==> src/design/tkh_pkg.sv <==
`timescale 1ns / 1ps
package tkh_pkg;

  localparam int ValueW = 32;
  localparam int IndexW = 4;
  localparam int KW     = 5;
  localparam int StepW  = 4;

  typedef logic signed [ValueW-1:0] value_t;
  typedef logic [IndexW-1:0]        index_t;
  typedef logic [KW-1:0]            k_t;
  typedef logic [StepW-1:0]         step_t;

  localparam k_t KReset = 5'd5;

  typedef enum logic [1:0] {HOLD_NONE, HOLD_IN, HOLD_OUT} hold_t;
  typedef enum logic [2:0] {RD_NONE, RD_ROOT, RD_PARENT, RD_CHILD, RD_POS} rd_t;
  typedef enum logic [1:0] {WR_NONE, WR_VAL, WR_RDA, WR_PICK} wr_t;
  typedef enum logic [2:0] {
    POS_HOLD, POS_ZERO, POS_CNT, POS_PARENT, POS_PICK, POS_INC
  } pos_op_t;
  typedef enum logic [1:0] {EMIT_NONE, EMIT_EMPTY, EMIT_ENTRY} emit_t;
  typedef enum logic [3:0] {
    C_NEVER, C_ALWAYS, C_READOUT, C_NOT_FULL, C_TAKE, C_LEAF,
    C_SWAP_DN, C_POS_ZERO, C_SWAP_UP, C_EMPTY, C_LAST
  } cond_t;

  typedef struct packed {
    hold_t   hold;
    rd_t     rd;
    wr_t     wr;
    pos_op_t pos_op;
    logic    cnt_inc;
    emit_t   emit;
    cond_t   cond;
    logic    neg;
    logic    gate;
    step_t   target;
  } ucode_t;

  localparam step_t ST_RO0      = 4'd0;
  localparam step_t ST_RO_EMPTY = 4'd1;
  localparam step_t ST_RO_RD    = 4'd2;
  localparam step_t ST_RO_EMIT  = 4'd3;
  localparam step_t ST_IDLE     = 4'd4;
  localparam step_t ST_DISP     = 4'd5;
  localparam step_t ST_FULL     = 4'd6;
  localparam step_t ST_SD_CHK   = 4'd7;
  localparam step_t ST_SD_RD    = 4'd8;
  localparam step_t ST_SD_CMP   = 4'd9;
  localparam step_t ST_SD_END   = 4'd10;
  localparam step_t ST_SU_RD    = 4'd11;
  localparam step_t ST_SU_CMP   = 4'd12;
  localparam step_t ST_SU_END   = 4'd13;

  function automatic ucode_t ucode(step_t step);
    ucode_t w;
    w = '{hold: HOLD_NONE, rd: RD_NONE, wr: WR_NONE, pos_op: POS_HOLD,
          cnt_inc: 1'b0, emit: EMIT_NONE, cond: C_NEVER, neg: 1'b0,
          gate: 1'b0, target: ST_IDLE};
    case (step)
      ST_RO0: begin
        w.cond = C_EMPTY; w.neg = 1'b1; w.target = ST_RO_RD;
      end
      ST_RO_EMPTY: begin
        w.hold = HOLD_OUT; w.emit = EMIT_EMPTY; w.cond = C_ALWAYS;
      end
      ST_RO_RD: begin
        w.rd = RD_POS;
      end
      ST_RO_EMIT: begin
        w.hold = HOLD_OUT; w.emit = EMIT_ENTRY; w.pos_op = POS_INC;
        w.cond = C_LAST; w.neg = 1'b1; w.target = ST_RO_RD;
      end
      ST_IDLE: begin
        w.hold = HOLD_IN; w.pos_op = POS_ZERO;
      end
      ST_DISP: begin
        w.rd = RD_ROOT; w.cond = C_READOUT; w.target = ST_RO0;
      end
      ST_FULL: begin
        w.pos_op = POS_CNT; w.cond = C_NOT_FULL; w.target = ST_SU_RD;
      end
      ST_SD_CHK: begin
        w.pos_op = POS_ZERO; w.cond = C_TAKE; w.neg = 1'b1;
      end
      ST_SD_RD: begin
        w.rd = RD_CHILD; w.cond = C_LEAF; w.target = ST_SD_END;
      end
      ST_SD_CMP: begin
        w.wr = WR_PICK; w.pos_op = POS_PICK; w.cond = C_SWAP_DN;
        w.gate = 1'b1; w.target = ST_SD_RD;
      end
      ST_SD_END: begin
        w.wr = WR_VAL; w.cond = C_ALWAYS;
      end
      ST_SU_RD: begin
        w.rd = RD_PARENT; w.cond = C_POS_ZERO; w.target = ST_SU_END;
      end
      ST_SU_CMP: begin
        w.wr = WR_RDA; w.pos_op = POS_PARENT; w.cond = C_SWAP_UP;
        w.gate = 1'b1; w.target = ST_SU_RD;
      end
      ST_SU_END: begin
        w.wr = WR_VAL; w.cnt_inc = 1'b1; w.cond = C_ALWAYS;
      end
      default: begin
        w.cond = C_ALWAYS;
      end
    endcase
    return w;
  endfunction

endpackage

==> src/design/tkh_in_if.sv <==
`timescale 1ns / 1ps
interface tkh_in_if;
  import tkh_pkg::*;

  logic   valid;
  logic   ready;
  logic   mode;
  value_t value;

  modport source (output valid, output mode, output value, input ready);
  modport sink (input valid, input mode, input value, output ready);
endinterface

==> src/design/tkh_out_if.sv <==
`timescale 1ns / 1ps
interface tkh_out_if;
  import tkh_pkg::*;

  logic   valid;
  logic   ready;
  value_t entry_value;
  index_t entry_index;
  logic   is_empty;
  logic   last;

  modport source (output valid, output entry_value, output entry_index,
                  output is_empty, output last, input ready);
  modport sink (input valid, input entry_value, input entry_index,
                input is_empty, input last, output ready);
endinterface

==> src/design/streaming_top_k_min_heap_unit.sv <==
`timescale 1ns / 1ps
// Insert below capacity: the value is written at the end and sifted up toward the root.
// Insert when full: rejected unless above the root, else it replaces the root and sifts down, maybe to a leaf.
// Read-out: emits each stored entry in index order, or one empty marker, and can be held by an output stall.
// Each heap level takes one memory read, then a compare and write back.
// Synchronous reset clears control, fill count and sets k_reg to 5; store not cleared.
module streaming_top_k_min_heap_unit #(
  parameter int MAX_K = 16
) (
  input  logic          clk,
  input  logic          rst,
  input  logic          cfg_write,
  input  tkh_pkg::k_t   cfg_data,
  tkh_in_if.sink        req,
  tkh_out_if.source     rsp
);
  import tkh_pkg::*;

  localparam int AW = (MAX_K > 1) ? $clog2(MAX_K) : 1;
  localparam int CW = $clog2(MAX_K + 1);
  localparam int IW = CW + 1;

  typedef logic [IW-1:0] pos_t;
  typedef logic [CW-1:0] cnt_t;

  value_t mem [MAX_K];
  value_t rda;
  value_t rdb;
  value_t val;
  logic   mode;
  k_t     k_reg;
  cnt_t   cnt;
  pos_t   pos;
  pos_t   pos_next;
  step_t  upc;
  step_t  upc_next;

  logic   out_valid;
  value_t out_value;
  index_t out_index;
  logic   out_empty;
  logic   out_last;

  ucode_t cw;
  cnt_t   cap;
  cnt_t   cap_cfg;
  pos_t   cap_w;
  pos_t   parent;
  pos_t   left;
  pos_t   right;
  pos_t   addr_a;
  logic   pick_r;
  value_t pick_val;
  pos_t   pick_pos;
  logic   is_last;
  logic   cond_true;
  logic   taken;
  logic   go;
  logic   act;
  logic   in_acc;
  logic   out_free;
  value_t wdata;

  function automatic cnt_t cap_of(k_t k);
    cnt_t c;
    if (k == '0) begin
      c = CW'(1);
    end else if (int'(k) > MAX_K) begin
      c = CW'(MAX_K);
    end else begin
      c = CW'(k);
    end
    return c;
  endfunction

  assign cw       = ucode(upc);
  assign cap      = cap_of(k_reg);
  assign cap_cfg  = cap_of(cfg_data);
  assign cap_w    = IW'(cap);
  assign parent   = (pos - IW'(1)) >> 1;
  assign left     = (pos << 1) + IW'(1);
  assign right    = (pos << 1) + IW'(2);
  assign pick_r   = (right < cap_w) && (rdb < rda);
  assign pick_val = pick_r ? rdb : rda;
  assign pick_pos = pick_r ? right : left;
  assign is_last  = (pos + IW'(1)) == IW'(cnt);
  assign in_acc   = req.valid && req.ready;
  assign out_free = !out_valid || rsp.ready;

  assign req.ready       = (cw.hold == HOLD_IN) && !rst;
  assign rsp.valid       = out_valid;
  assign rsp.entry_value = out_value;
  assign rsp.entry_index = out_index;
  assign rsp.is_empty    = out_empty;
  assign rsp.last        = out_last;

  always_comb begin
    case (cw.cond)
      C_NEVER:    cond_true = 1'b0;
      C_ALWAYS:   cond_true = 1'b1;
      C_READOUT:  cond_true = mode;
      C_NOT_FULL: cond_true = cnt < cap;
      C_TAKE:     cond_true = rda < val;
      C_LEAF:     cond_true = left >= cap_w;
      C_SWAP_DN:  cond_true = pick_val < val;
      C_POS_ZERO: cond_true = (pos == '0);
      C_SWAP_UP:  cond_true = val < rda;
      C_EMPTY:    cond_true = (cnt == '0);
      C_LAST:     cond_true = is_last;
      default:    cond_true = 1'b0;
    endcase
  end

  always_comb begin
    case (cw.hold)
      HOLD_IN:  go = in_acc;
      HOLD_OUT: go = out_free;
      default:  go = 1'b1;
    endcase
    taken = cond_true ^ cw.neg;
    act   = go && (!cw.gate || taken);
    if (!go) begin
      upc_next = upc;
    end else if (taken) begin
      upc_next = cw.target;
    end else begin
      upc_next = upc + StepW'(1);
    end
  end

  always_comb begin
    case (cw.pos_op)
      POS_ZERO:   pos_next = '0;
      POS_CNT:    pos_next = IW'(cnt);
      POS_PARENT: pos_next = parent;
      POS_PICK:   pos_next = pick_pos;
      POS_INC:    pos_next = pos + IW'(1);
      default:    pos_next = pos;
    endcase
  end

  always_comb begin
    case (cw.rd)
      RD_ROOT:   addr_a = '0;
      RD_PARENT: addr_a = parent;
      RD_CHILD:  addr_a = left;
      default:   addr_a = pos;
    endcase
    case (cw.wr)
      WR_RDA:  wdata = rda;
      WR_PICK: wdata = pick_val;
      default: wdata = val;
    endcase
  end

  always_ff @(posedge clk) begin
    if (go && cw.rd != RD_NONE) begin
      rda <= mem[addr_a[AW-1:0]];
    end
    if (go && cw.rd == RD_CHILD) begin
      rdb <= mem[right[AW-1:0]];
    end
    if (act && cw.wr != WR_NONE) begin
      mem[pos[AW-1:0]] <= wdata;
    end
  end

  always_ff @(posedge clk) begin
    if (in_acc) begin
      mode <= req.mode;
      val  <= req.value;
    end
    if (act) begin
      pos <= pos_next;
    end
    if (act && cw.emit == EMIT_EMPTY) begin
      out_value <= '0;
      out_index <= '0;
      out_empty <= 1'b1;
      out_last  <= 1'b1;
    end else if (act && cw.emit == EMIT_ENTRY) begin
      out_value <= rda;
      out_index <= IndexW'(pos);
      out_empty <= 1'b0;
      out_last  <= is_last;
    end
  end

  always_ff @(posedge clk) begin
    if (rst) begin
      upc       <= ST_IDLE;
      cnt       <= '0;
      k_reg     <= KReset;
      out_valid <= 1'b0;
    end else begin
      upc <= upc_next;
      if (cfg_write) begin
        k_reg <= cfg_data;
        if (cnt > cap_cfg) begin
          cnt <= cap_cfg;
        end
      end else if (act && cw.cnt_inc) begin
        cnt <= cnt + CW'(1);
      end
      if (act && cw.emit != EMIT_NONE) begin
        out_valid <= 1'b1;
      end else if (rsp.ready) begin
        out_valid <= 1'b0;
      end
    end
  end

endmodule

==> src/flat_wrapper.sv <==
// flat-port wrapper written by rule: the top's interface ports become plain ports
module streaming_top_k_min_heap_unit_flat import tkh_pkg::*;
#(
  parameter int MAX_K = 16
)
  (clk, rst, cfg_write, cfg_data, req_valid, req_mode, req_value, req_ready, rsp_valid, rsp_entry_value, rsp_entry_index, rsp_is_empty, rsp_last, rsp_ready);
  tkh_in_if req_i ();
  tkh_out_if rsp_i ();
  input  logic clk;
  input  logic rst;
  input  logic cfg_write;
  input  tkh_pkg::k_t cfg_data;
  input wire logic [$bits(req_i.valid)-1:0] req_valid;
  input wire logic [$bits(req_i.mode)-1:0] req_mode;
  input wire logic [$bits(req_i.value)-1:0] req_value;
  output wire logic [$bits(req_i.ready)-1:0] req_ready;
  output wire logic [$bits(rsp_i.valid)-1:0] rsp_valid;
  output wire logic [$bits(rsp_i.entry_value)-1:0] rsp_entry_value;
  output wire logic [$bits(rsp_i.entry_index)-1:0] rsp_entry_index;
  output wire logic [$bits(rsp_i.is_empty)-1:0] rsp_is_empty;
  output wire logic [$bits(rsp_i.last)-1:0] rsp_last;
  input wire logic [$bits(rsp_i.ready)-1:0] rsp_ready;
  assign req_i.valid = req_valid;
  assign req_i.mode = req_mode;
  assign req_i.value = req_value;
  assign req_ready = req_i.ready;
  assign rsp_valid = rsp_i.valid;
  assign rsp_entry_value = rsp_i.entry_value;
  assign rsp_entry_index = rsp_i.entry_index;
  assign rsp_is_empty = rsp_i.is_empty;
  assign rsp_last = rsp_i.last;
  assign rsp_i.ready = rsp_ready;
  streaming_top_k_min_heap_unit #(.MAX_K(MAX_K)) u_core (.clk(clk), .rst(rst), .cfg_write(cfg_write), .cfg_data(cfg_data), .req(req_i), .rsp(rsp_i));
endmodule
==> config.mk <==
export PLATFORM = sky130hd
export DESIGN_NAME = streaming_top_k_min_heap_unit_flat
export DESIGN_NICKNAME = d
export VERILOG_FILES = /design/src/design/tkh_pkg.sv /design/src/design/tkh_in_if.sv /design/src/design/tkh_out_if.sv /design/src/design/streaming_top_k_min_heap_unit.sv /design/src/flat_wrapper.sv
export SDC_FILE = /design/constraint.sdc
export NUM_CORES = 1
export LEC_CHECK = 0
export BUFFER_PORTS_ARGS = -buffer_cell sky130_fd_sc_hd__buf_2
export CAP_MARGIN = 10
export CORE_AREA = 2 2 245 247
export DETAILED_ROUTE_END_ITERATION = 10
export DIE_AREA = 0 0 247 249
export GPL_ROUTABILITY_DRIVEN = 0
export PLACE_DENSITY = 0.73
export SLEW_MARGIN = 20
export SYNTH_ARGS = -nofsm -noshare
export SYNTH_HDL_FRONTEND = slang
export SYNTH_SLANG_ARGS = --single-unit
==> constraint.sdc <==
create_clock -name clk -period 22.7 [get_ports clk]
set_input_delay 4.54 -clock clk [delete_from_list [all_inputs] [get_ports clk]]
set_output_delay 4.54 -clock clk [all_outputs]
set_load 0.005 [all_outputs]
Yosys cells after proc, flatten, opt, wreduce, memory -nomap -nowiden
Memory sizes are Yosys's and may differ from the RTL's. A register that Yosys moved wholly into a read port is not among the register bits. Cells that the tools add are included.

Add/subtract/negate cells: 6. $lt $le $gt $ge: 10. Eq/ne operators: 39. Muxes and demuxes: 29. Bitwise operators: 1. Reductions and logical operators: 37.

Operator list (count): < comparator 32 bit (4); one-hot mux 32 bit (2 select lines) (1); one-hot mux 4 bit (10 select lines) (1); equality test 4 bit, second input constant (9); 2-to-1 mux 5 bit (7); equality test 4 x 3 -> 1 bit, second input constant (8); 2-to-1 mux 32 bit (1); one-hot mux 6 bit (5 select lines) (1); one-hot mux 4 bit (6 select lines) (1); equality test 4 x 2 -> 1 bit, second input constant (4); zero test 5 bit (3); one-hot mux 3 bit (5 select lines) (1); OR reduction 2 bit (7); adder 6 x 1 -> 6 bit, second input constant (2); equality test 3 x 2 -> 1 bit, second input constant (4); one-hot mux 3 bit (4 select lines) (1); one-hot mux 4 bit (3 select lines) (1); logical AND 1 bit (11); greater-than comparator 5 bit, second input constant (2); one-hot mux 1 bit (10 select lines) (1); equality test 2 bit, second input constant (4); equality test 4 x 1 -> 1 bit, second input constant (2); one-hot mux 2 bit (2 select lines) (2); nonzero test 2 bit (4); 27 further kinds (40).

Register bits after elaboration: 92. Memory bits (writable): 512. Output and inout bits: 40. Logic and storage cells: 134. Memories kept: 1.

Memories: u_core.mem (depth 16, width 32, rd ports 2, clocked after Yosys merged registers in 2, wr ports 1, RTL line streaming_top_k_min_heap_unit.sv:26) `value_t mem [MAX_K];`.

Longest topological paths before layout
Depth in word-level cells: 14. Mapped depth: 26. Gate-level depth less buffers: 21.

Least setup slack after synthesis
Ideal clock, no wire load.

Path type: input -> register. Start point: in rst. End point: mem u_core.mem[0][0] (netlist name), enable pin. Setup time: 0.501 ns. Data arrival time: 9.268 ns. Setup slack: 12.931 ns. Cell stages on the path: 5. Path buffers: 1. Cell sequence: nor2b_1 > and2_1 > a211oi_1 > clkbuf_1 > nor4_1.

Longest elaborated chain between the ends: 8.

RTL lines: start, declared (RTL line flat_wrapper.sv:10) `input logic rst;`; zero test 1 bit (RTL line streaming_top_k_min_heap_unit.sv:90) `assign req.ready = (cw.hold == HOLD_IN) && !rst;`; logical AND 1 bit (RTL line streaming_top_k_min_heap_unit.sv:90); logical AND 1 bit (RTL line streaming_top_k_min_heap_unit.sv:87) `assign in_acc = req.valid && req.ready;`; named net u_core.in_acc (RTL line streaming_top_k_min_heap_unit.sv:60) `logic in_acc;`; one-hot mux 1 bit (2 select lines) (RTL line streaming_top_k_min_heap_unit.sv:115) `case (cw.hold)`; logical AND 1 bit (RTL line streaming_top_k_min_heap_unit.sv:121) `act = go && (!cw.gate || taken);`; logical AND 1 bit (RTL line streaming_top_k_min_heap_unit.sv:163) `if (act && cw.wr != WR_NONE) begin`; 2-to-1 mux 1 bit (RTL line streaming_top_k_min_heap_unit.sv:163); 2-to-1 mux 1 bit (not written as such) (RTL line streaming_top_k_min_heap_unit.sv:164) `mem[pos[AW-1:0]] <= wdata;`; end, declared (RTL line streaming_top_k_min_heap_unit.sv:26).

The timed path passes the listed nets, and every way through them passes these cells.

Worst setup path in the final report
Start point: in rst. End point: out req_ready.

Longest elaborated chain between the ends: 2.

RTL lines: zero test 1 bit (RTL line streaming_top_k_min_heap_unit.sv:90); logical AND 1 bit (RTL line streaming_top_k_min_heap_unit.sv:90); end, declared (RTL line flat_wrapper.sv:16) `output wire logic [$bits(req_i.ready)-1:0] req_ready;`.

Every way passes these cells.

==> results.json <==
{
  "fmax_mhz": 104,
  "combPwrFrac_pct": 42.1,
  "r2r-start": "u_core.pos[0]$_DFFE_PP_",
  "clock_sinks": 668,
  "drc": 0,
  "muxShareOfSynthArea_pct": 5.98,
  "mostFrequentLayoutCells": "edfxtp_1 (615), nand2_1 (378), a211oi_1 (172)",
  "vias": 22401,
  "yosys.area.top_type": "edfxtp_1",
  "cts_resized": 0,
  "switching_share_pct": 38.4,
  "grt-ovfl-total": 0,
  "crit_fanout": 16,
  "cpLargestDelayFamily": "buffers and inverters",
  "synth_compound_area_share_pct": 13.7,
  "synth_cells": 2554,
  "synth_top_family_by_area": "compound AO/OA/AOI/OAI gates",
  "intPower_w": 0.00298,
  "worstSkewPairLatency_ns": 0.63,
  "cts_tree": "yes",
  "cts_buffer_depth": 3,
  "synthXorXnorAreaFrac_pct": 0.515,
  "holdPathEnd": "u_core.rsp.is_empty$_SDFFE_PP1P_",
  "hold_path.class": "reg -> reg",
  "powerDensity_nw_per_um2": 135,
  "nets": 2771,
  "postCtsHoldBufs": 0,
  "slowest_stage": "buf_2",
  "yosys.area_share.simple_pct": 11.0,
  "layout_commonest_cell": "edfxtp_1",
  "crit_buf_inv": 2,
  "dieArea_um2": 61500,
  "synth.distinct_cells": 80,
  "vias_per_cell": 6.53,
  "fin_crit_sh_pct": 42.3,
  "die_y_um": 249,
  "drive_gt1_share_pct": 15.1,
  "ioPinCount": 83,
  "worstPathRequired_ns": 18.16,
  "diodes": 0,
  "ys_ff_latch": 668,
  "rsz0062_at_grt": "no",
  "cp_slowest_stage_delay_ns": 0.28,
  "clk_pin_slew_ns": 0.05,
  "end_kind": "output port",
  "slew_headroom_pct": 23.2,
  "skew_ns": 0.0314,
  "dp.cells": 3306,
  "final-max-slew-violation-count": 0,
  "synth-edff-count": 615,
  "start_kind": "input pin",
  "grt_max_degree": 105,
  "wl_per_cell_um": 25.4,
  "fin_util_pct": 60.9,
  "portBuffers": 82,
  "synth_area_leaders": "edfxtp_1 (58%), ha_1 (4.8%), mux4_2 (4.5%)",
  "synthFlopType": "edfxtp_1",
  "start_util_pct": 54.7,
  "drtIter0Drc": 2640,
  "hold_ws_ns": 0.462,
  "ir_worst_vdd_mv": 0.0950,
  "path_class": "in -> out",
  "cts_htree_levels": 3,
  "async_reset_ff_share_pct": 0,
  "area.sequential_um2": 19500,
  "multi_input_area_um2": 11700,
  "syn_nets": 2720,
  "largest_reg_flops": 512,
  "power_frac_clock_pct": 23.9,
  "p_seq_share_pct": 34.0,
  "hold_viol": 0,
  "wl_um": 87000,
  "post-route-min-period_ns": 9.60,
  "grt_usage_pct": 28.1,
  "setup_viol": 0,
  "arrival_ns": 5.06,
  "grt_pass1_wl_um": 130000,
  "maxCapViolations": 0,
  "dr.pass1.iters": 6,
  "drtAntennaViolNets": 0,
  "syn_avg_cell_area_um2": 12.6,
  "synthAdderAreaFrac_pct": 4.80,
  "dpl.hpwl_um": 52200,
  "fin_cells": 3429,
  "path_common_cell": "buf_2",
  "p_leak_nw": 12.6,
  "tightestPinTransition_ns": 1.12,
  "rows": 89,
  "r2r_end": "u_core.mem[7][9]$_DFFE_PP_",
  "ys.warnings.count": 0,
  "grt_pass1_vias": 21594,
  "fp.coreArea_um2": 58700,
  "finalSetupTns_ns": 0,
  "hp-start": "u_core.rsp.is_empty$_SDFFE_PP1P_",
  "die_w_um": 247,
  "cts_root_buffer": "clkbuf_16",
  "synth_top_cell_area_share_pct": 57.6,
  "cts_made_buffers": 68,
  "crit_path_cell_trace": "buf_2 > nor2b_1 > buf_2",
  "antenna_found_initial": 1,
  "fill_cells": 4394,
  "status": "completed",
  "area_delta_synth_final_pct": 11.5,
  "worst-r2r-cell-count": 22,
  "syn_area_um2": 32100,
  "seq_area_frac_synth_pct": 60.9,
  "whs_path_depth": 2,
  "p_switching_w": 0.00186,
  "regToRegSetupSlack_ns": 14.40,
  "cts_setup_buffers": 0
}
[Yosys cell counts (17+ instances only)]
| master | n |
|---|---|
| nand3_1 | 28 |
| nor2_1 | 96 |
| o31ai_1 | 33 |
| edfxtp_1 | 615 |
| nand4_1 | 21 |
| and2_1 | 119 |
| a211oi_1 | 173 |
| clkbuf_1 | 153 |
| mux4_2 | 64 |
| o21ai_0 | 68 |
| mux2_2 | 32 |
| a22o_1 | 40 |
| dfxtp_1 | 53 |
| nand2_1 | 380 |
| nor3_1 | 17 |
| ha_1 | 123 |
| a21oi_1 | 114 |
| inv_1 | 81 |
| a311oi_1 | 67 |
| a31oi_1 | 70 |
[metrics by stage]
step	total power [W]	cell area (um2)	setup slack [ns]
floorplan	0.00306	32100	12.93
global placement	0.00360	33400	13.12
detailed placement	0.00365	33400	13.10
CTS	0.00481	35700	13.11
global route	0.00506	35800	13.07
finish	0.00484	35800	13.10
[power by group through the flow]
stage | sequential [W] | clock, W | combinational [W]
after floorplan | 0.00163 | 0 | 0.00143
final | 0.00164 | 0.00116 | 0.00204
after CTS | 0.00164 | 0.00117 | 0.00200
after global routing | 0.00165 | 0.00121 | 0.00220
after global placement | 0.00166 | 0 | 0.00193
after detailed placement | 0.00166 | 0 | 0.00199
[cell families (layout without fill, tap and decap cells)]
group / after synthesis / after routing
adders and majority gates: 123 / 123
and+or+nand+nor: 749 / 749
buffers and inverters: 258 / 360
AOI/OAI and AO/OA: 631 / 631
xor gates and xnor gates: 18 / 18
muxes: 107 / 107
DFF: 668 / 668
[per-layer routing]
layer  part of all wire (%)  global-route usage [%]  wire length [um]
met1                     38                    38.9             33200
met2                     47                    44.2             40600
met3                     11                    4.51              9770
met4                    4.0                    12.1              3480
met5                      0                       0                 0
[worst min-delay path, delay by kind of cell, from the launching register on]
kind | cells | cell delay [ns]
flops | 1 | 0.32
simple gates | 2 | 0.10
[cell type report]
class	count	area share, %
Multi-Input combinational cell	1628	32.6
Tap cell	773	2.70
Sequential cell	668	54.6
Clock inverter	40	1.37
Timing Repair Buffer	158	2.81
Inverter	81	0.850
Clock buffer	81	5.01
[worst max path at each step]
| stage | from | to | depth (start not counted) |
|---|---|---|---|
| floorplan | rst | u_core.mem[0][0]$_DFFE_PP_ | 5 |
| global placement | rst | req_ready | 3 |
| detailed placement | rst | req_ready | 3 |
| CTS | rst | req_ready | 3 |
| global route | rst | req_ready | 3 |
| finish | rst | req_ready | 3 |
No activity file was read; power rests on OpenSTA's default activity.
